<file path="config.mk">
export PLATFORM = sky130hd
export DESIGN_NAME = spvg_div
export DESIGN_NICKNAME = d
export VERILOG_FILES = /design/src/rtl/spvg_pkg.sv /design/src/rtl/spvg_div.sv
export SDC_FILE = /design/constraint.sdc
export NUM_CORES = 1
export LEC_CHECK = 0
export BUFFER_PORTS_ARGS = -buffer_cell sky130_fd_sc_hd__buf_2
export CAP_MARGIN = 20
export CORE_ASPECT_RATIO = 1.25
export CORE_MARGIN = 2
export CORE_UTILIZATION = 38
export CTS_CLUSTER_SIZE = 20
export DETAILED_ROUTE_END_ITERATION = 10
export MAX_ROUTING_LAYER = met4
export PLACE_DENSITY = 0.54
export SYNTH_ARGS = -nofsm -noshare
export SYNTH_HDL_FRONTEND = slang
export SYNTH_SLANG_ARGS = --single-unit
</file>
<file path="constraint.sdc">
create_clock -name i_clk -period 15.15 [get_ports i_clk]
set_input_delay 3.03 -clock i_clk [delete_from_list [all_inputs] [get_ports i_clk]]
set_output_delay 3.03 -clock i_clk [all_outputs]
set_load 0.01 [all_outputs]
</file>
<file path="src/rtl/spvg_pkg.sv">
// Shared types, constants and tables for the star polygon vertex generator.
package spvg_pkg;

    localparam int PHASE_BITS_DEF      = 16;
    localparam int ROTATION_STAGES_DEF = 16;

    localparam int RADIUS_W = 16;
    localparam int COUNT_W  = 8;
    localparam int INDEX_W  = 9;
    localparam int POS_W    = 17;
    localparam int GAIN_W   = 24;
    localparam int ATAN_W   = 30;
    localparam int CFG_W    = 16;
    localparam int CFG_IDX_W = 2;

    localparam logic [COUNT_W-1:0]  CORNER_RESET = 8'd5;
    localparam logic [RADIUS_W-1:0] INNER_RESET  = 16'd640;
    localparam logic [RADIUS_W-1:0] OUTER_RESET  = 16'd1600;

    typedef enum logic [CFG_IDX_W-1:0] {
        CFG_CORNER_COUNT = 2'd0,
        CFG_INNER_RADIUS = 2'd1,
        CFG_OUTER_RADIUS = 2'd2
    } t_cfg_idx;

    typedef enum logic [1:0] {
        QUAD_I   = 2'd0,
        QUAD_II  = 2'd1,
        QUAD_III = 2'd2,
        QUAD_IV  = 2'd3
    } t_quad;

    typedef struct packed {
        logic                valid;
        logic                bad;
        logic [RADIUS_W-1:0] radius;
    } t_item;

    function automatic logic [ATAN_W-1:0] atan_turn(input int i);
        logic [ATAN_W-1:0] v;
        case (i)
            0:  v = 30'd536870912;
            1:  v = 30'd316933406;
            2:  v = 30'd167458907;
            3:  v = 30'd85004756;
            4:  v = 30'd42667331;
            5:  v = 30'd21354465;
            6:  v = 30'd10679838;
            7:  v = 30'd5340245;
            8:  v = 30'd2670163;
            9:  v = 30'd1335087;
            10: v = 30'd667544;
            11: v = 30'd333772;
            12: v = 30'd166886;
            13: v = 30'd83443;
            14: v = 30'd41722;
            15: v = 30'd20861;
            16: v = 30'd10430;
            17: v = 30'd5215;
            18: v = 30'd2608;
            19: v = 30'd1304;
            20: v = 30'd652;
            21: v = 30'd326;
            22: v = 30'd163;
            23: v = 30'd81;
            default: v = '0;
        endcase
        return v;
    endfunction

    function automatic logic [GAIN_W-1:0] inv_gain(input int stages);
        logic [GAIN_W-1:0] v;
        case (stages)
            8:  v = 24'd10188117;
            9:  v = 24'd10188040;
            10: v = 24'd10188020;
            11: v = 24'd10188015;
            default: v = 24'd10188014;
        endcase
        return v;
    endfunction

    function automatic logic [POS_W-1:0] to_q124(input logic signed [35:0] v);
        logic signed [35:0] t;
        logic signed [19:0] r;
        t = v + 36'sd32768;
        r = t[35:16];
        if (r > 20'sd65535) begin
            return 17'h0FFFF;
        end else if (r < -20'sd65536) begin
            return 17'h10000;
        end
        return r[POS_W-1:0];
    endfunction

endpackage

</file>
<file path="src/rtl/spvg_div.sv">
// Pipelined restoring divider producing the vertex phase.
module spvg_div import spvg_pkg::*; #(
    parameter int PHASE_BITS = PHASE_BITS_DEF
) (
    input  logic                  i_clk,
    input  logic                  i_rst_n,
    input  logic                  i_en,
    input  logic                  i_valid,
    input  logic [INDEX_W-1:0]    i_point_index,
    input  logic [COUNT_W-1:0]    i_corner_count,
    input  logic [RADIUS_W-1:0]   i_radius,
    output t_item                 o_item,
    output logic [PHASE_BITS-1:0] o_phase
);

    localparam int W   = PHASE_BITS + INDEX_W;
    localparam int SPS = 4;
    localparam int DS  = (W + SPS - 1) / SPS;
    localparam int NW  = DS * SPS;
    localparam int MW  = COUNT_W + 1;

    logic [NW-1:0]       r_acc [0:DS];
    logic [MW-1:0]       r_rem [0:DS];
    logic [MW-1:0]       r_m   [0:DS];
    logic [RADIUS_W-1:0] r_rad [0:DS];
    logic                r_bad [0:DS];
    logic                r_v   [0:DS];

    always_ff @(posedge i_clk) begin
        if (!i_rst_n) begin
            r_v[0] <= 1'b0;
        end else if (i_en) begin
            r_v[0]   <= i_valid;
            r_acc[0] <= NW'({i_point_index, {PHASE_BITS{1'b0}}}) + NW'(i_corner_count);
            r_rem[0] <= '0;
            r_m[0]   <= {i_corner_count, 1'b0};
            r_rad[0] <= i_radius;
            r_bad[0] <= (i_corner_count == '0);
        end
    end

    for (genvar s = 0; s < DS; s++) begin : g_stage
        logic [NW-1:0] n_acc;
        logic [MW-1:0] n_rem;
        logic [MW:0]   t;

        always_comb begin
            n_acc = r_acc[s];
            n_rem = r_rem[s];
            t     = '0;
            for (int k = 0; k < SPS; k++) begin
                t     = {n_rem, n_acc[NW-1]};
                n_acc = {n_acc[NW-2:0], 1'b0};
                if (t >= {1'b0, r_m[s]}) begin
                    t        = t - {1'b0, r_m[s]};
                    n_acc[0] = 1'b1;
                end
                n_rem = t[MW-1:0];
            end
        end

        always_ff @(posedge i_clk) begin
            if (!i_rst_n) begin
                r_v[s+1] <= 1'b0;
            end else if (i_en) begin
                r_v[s+1]   <= r_v[s];
                r_acc[s+1] <= n_acc;
                r_rem[s+1] <= n_rem;
                r_m[s+1]   <= r_m[s];
                r_rad[s+1] <= r_rad[s];
                r_bad[s+1] <= r_bad[s];
            end
        end
    end

    assign o_item.valid  = r_v[DS];
    assign o_item.bad    = r_bad[DS];
    assign o_item.radius = r_rad[DS];
    assign o_phase       = r_acc[DS][PHASE_BITS-1:0];

endmodule

</file>
==> metrics list <==
- In the final timing run, aggregate negative setup slack is 0 ns.
* Vias: 14200
* Most area-hungry cell type in the Yosys netlist: edfxtp_1
- Wire length of the first global-routing pass: 75.0 mm
* Met3 track utilization from global routing: 2.54%
- Effective utilization at floorplan: 38.4%
- Leading register cell type out of synthesis: edfxtp_1
- Met2 Usage GRT: 29.6%
* EDFF count, synth: 311
- Worst skew pair latency: 0.56 ns
* DRC violation count after routing: 0
* Standard cell core area: 53600 um^2
- The share of the Yosys chip area taken by registers is 45.5%.
* Share of post-route cells with drive strength above 1: 11.7%
- Setup slack on the worst reg-to-reg path comes out at approximately 5.6 ns.
* Setup crit end kind: register
- The synthesized design devotes to its leading area cell type around 45% of total area.
- Proportion of register bits with asynchronous set or reset after synthesis: 0%
- Setup violations remaining at the end of the flow were counted as 0.
* Synthesized flop and latch total: approximately 310
- Hold depth: 0
- After clock tree synthesis, the flow added hold-fix buffers numbering 0.
- The die is 264 um tall.
* Synthesis-to-layout area growth: 11.0%
* Result of the run: complete, no violations
* Count of cells resized by post-cts repair: 0
- Summed over all nets, the half-perimeter wirelength after detailed placement is 34.9 mm.
- Syn Nets: 2088
- The critical path in this run is classified as reg2reg.
- The min-delay analysis places its worst path in the category reg2reg.
- Reg clk slew, reported paths: approximately 0.06 ns
- Post-Syn Area: 20600 um^2
- Clock tree root driver cell: clkbuf_16
* Clock tree from TritonCTS: built
- Slew of the pin with the lowest slew margin: 1.06 ns
- met2 is the most crowded layer.
- Pin count of the biggest net entering global routing: 78
* Die ar.: 56000 um^2
- The total count of max-transition violations in the final report was 0.
* Worst endpoint required time: 15.46 ns
- The count of endpoints failing hold in the final timing report was 0.
- In this run the tool buffered the top-level ports with 70 buffer cells.
* Final WL: 46.5 mm
- The congestion estimate from routability-driven global placement came to 0.908.
- # clock sinks: 312
- Site row count: 95
* Routed wire length per instance: 17.5 um
* Critical-path top delay cell: nor2_1
* Ratio of routed vias to standard cells: 5.34
- Setup repair after global routing left no endpoint under its margin.
- Final antenna diode count: 0
* Library cells used by synthesis: between 90 and 100
- Initial antenna violation count: 0
* DIE WIDTH: 212 um
- Number of antenna-violating nets in the routed design: 0
- For this run, global-route usage on met1 was measured as 20.1%.
* Final Cycle Share: 62.8%
- The routed design could run at a clock period as short as 9.51 ns.
- Type of element launching the critical path: register
- Post-Syn Area per Cell: ~11 um^2
- Remaining global-route overflow: 0
* Synth area leaders: edfxtp_1 45%, ha_1 13%, mux2_2 3.1%
* Final setup skew: 0.0162 ns
- Critical-path maximum fanout: 11
- Clock tree synthesis inserted a total of 37 buffers.
- After the first detailed-routing iteration, the DRC count stood at 710.
- Number of cells produced by synthesis: 1824
- Worst-case reg-to-reg path depth: 36
- GRT Total Usage: roughly 17%
- Worst endpoint data arrival time: 9.82 ns
* Delay of the slowest cell on the worst path: 0.61 ns
- Worst slew slack as a fraction of its limit: 29.1%
* Synth Warn #: 0
* Total of max-cap violations: 0
* H-tree levels: 2
* Top Ports: 71
- Highest clock rate: 0.105 GHz
- In this run the deepest clock path goes through 3 buffers.
- First-pass iteration count of the detailed router: 5
* Nets: 2165
- Via count of the first global-routing pass: 14500
- Post-CTS setup buffer count: 0
-- stage by stage --
| step | worst slack (ns) | hold WS (ns) | utilization (%) | cell area, um^2 | std cells |
|---|---|---|---|---|---|
| final | 5.64 | 0.408 | 42.6 | 22800 | 2654 |
| after detailed placement | 5.59 | 0.405 | 40.4 | 21700 | 2589 |
| after global placement | 5.54 | 0.400 | 40.4 | 21700 | 2589 |
| after floorplan | 4.31 | 0.400 | - | 20600 | 1824 |
| after global routing | 4.76 | 0.407 | 42.6 | 22800 | 2654 |
| after CTS | 5.55 | 0.402 | 42.6 | 22800 | 2654 |
-- worst max-delay path: cells and delay by family (launching register included) --
family | cells | cell delay, ns
AO/OA/AOI/OAI | 16 | 4.14
adder cells (fa/ha/maj) | 4 | 1.26
multiplexers | 1 | 0.40
flip-flops | 1 | 0.49
buffers and inverters | 4 | 0.72
AND/OR/NAND/NOR | 11 | 2.23
-- cell type report --
class,instances,area [um^2]
Clock buffer,44,952
Fill cell,5078,30800
Inverter,136,513
Multi-Input combinational cell,1338,10500
Clock inverter,21,244
Tap cell,727,910
Timing Repair Buffer,76,395
Sequential cell,312,9360
-- cell usage after synthesis, types with 12 or more instances --
cell type	instances
edfxtp_1	311
ha_1	209
inv_1	131
a21oi_1	120
nor2_1	116
o21ai_0	84
nand2_1	83
xnor2_1	72
a21o_1	59
mux2_2	56
xor2_1	46
o21a_1	39
nor2b_1	36
nor3_1	33
mux2i_1	32
nand3_1	26
nand4_1	23
nand2b_1	21
buf_4	20
fa_1	18
a211oi_1	16
o31ai_1	15
and3_1	14
o21bai_1	13
clkbuf_1	12
o31a_1	12
-- cells in the final DEF (no fill, tap or decap), types with 7 or more instances in the layout --
cell         n
edfxtp_1   311
ha_1       209
inv_1      131
a21oi_1    120
nor2_1     116
o21ai_0     84
nand2_1     83
xnor2_1     72
buf_2       70
a21o_1      59
mux2_2      56
xor2_1      46
o21a_1      39
clkbuf_16   37
nor2b_1     36
nor3_1      33
mux2i_1     32
nand3_1     26
nand4_1     23
nand2b_1    21
fa_1        18
a211oi_1    16
o31ai_1     15
and3_1      14
o21bai_1    13
o31a_1      12
o211ai_1    11
o221ai_1    11
a31oi_1     10
a221o_1     10
or3_1        8
o21ai_1      8
or4_1        7
mux2_1       7
clkbuf_1     7
-- cell families (layout without fill, tap and decap cells) --
| family | Yosys count | after routing | synth area share [%] |
|---|---|---|---|
| AO/OA/AOI/OAI | 477 | 477 | 15.8 |
| XOR/XNOR | 118 | 118 | 5.02 |
| multiplexers | 96 | 96 | 5.07 |
| buffers and inverters | 174 | 277 | 3.61 |
| flip-flops | 312 | 312 | 45.5 |
| AND/OR/NAND/NOR | 420 | 420 | 10.5 |
| adder cells (fa/ha/maj) | 227 | 227 | 14.5 |
-- registers in the layout, summed over array words and instances, names as in the netlist --
signal and cells:
r_rad 128, r_m 31, r_rem 52, r_bad 8, r_v 8, r_acc 85
-- path summary, 6_finish.rpt --
path,startpoint,endpoint
setup / recovery,r_m[2][2],r_rem[3][3]
hold / removal,r_bad[0][1],r_bad[0][2]
setup reg to reg,r_m[2][2],r_rem[3][3]
hold reg to reg,r_bad[0][1],r_bad[0][2]
-- routing by layer --
layer,share of wire [%],wire length (um)
met1,42,19500
met2,51,23600
met3,3.3,1550
met4,3.9,1830
met5,0,0
Power is not shown: default switching activity piles up to over one toggle a cycle in this logic, so the estimate is an artifact.
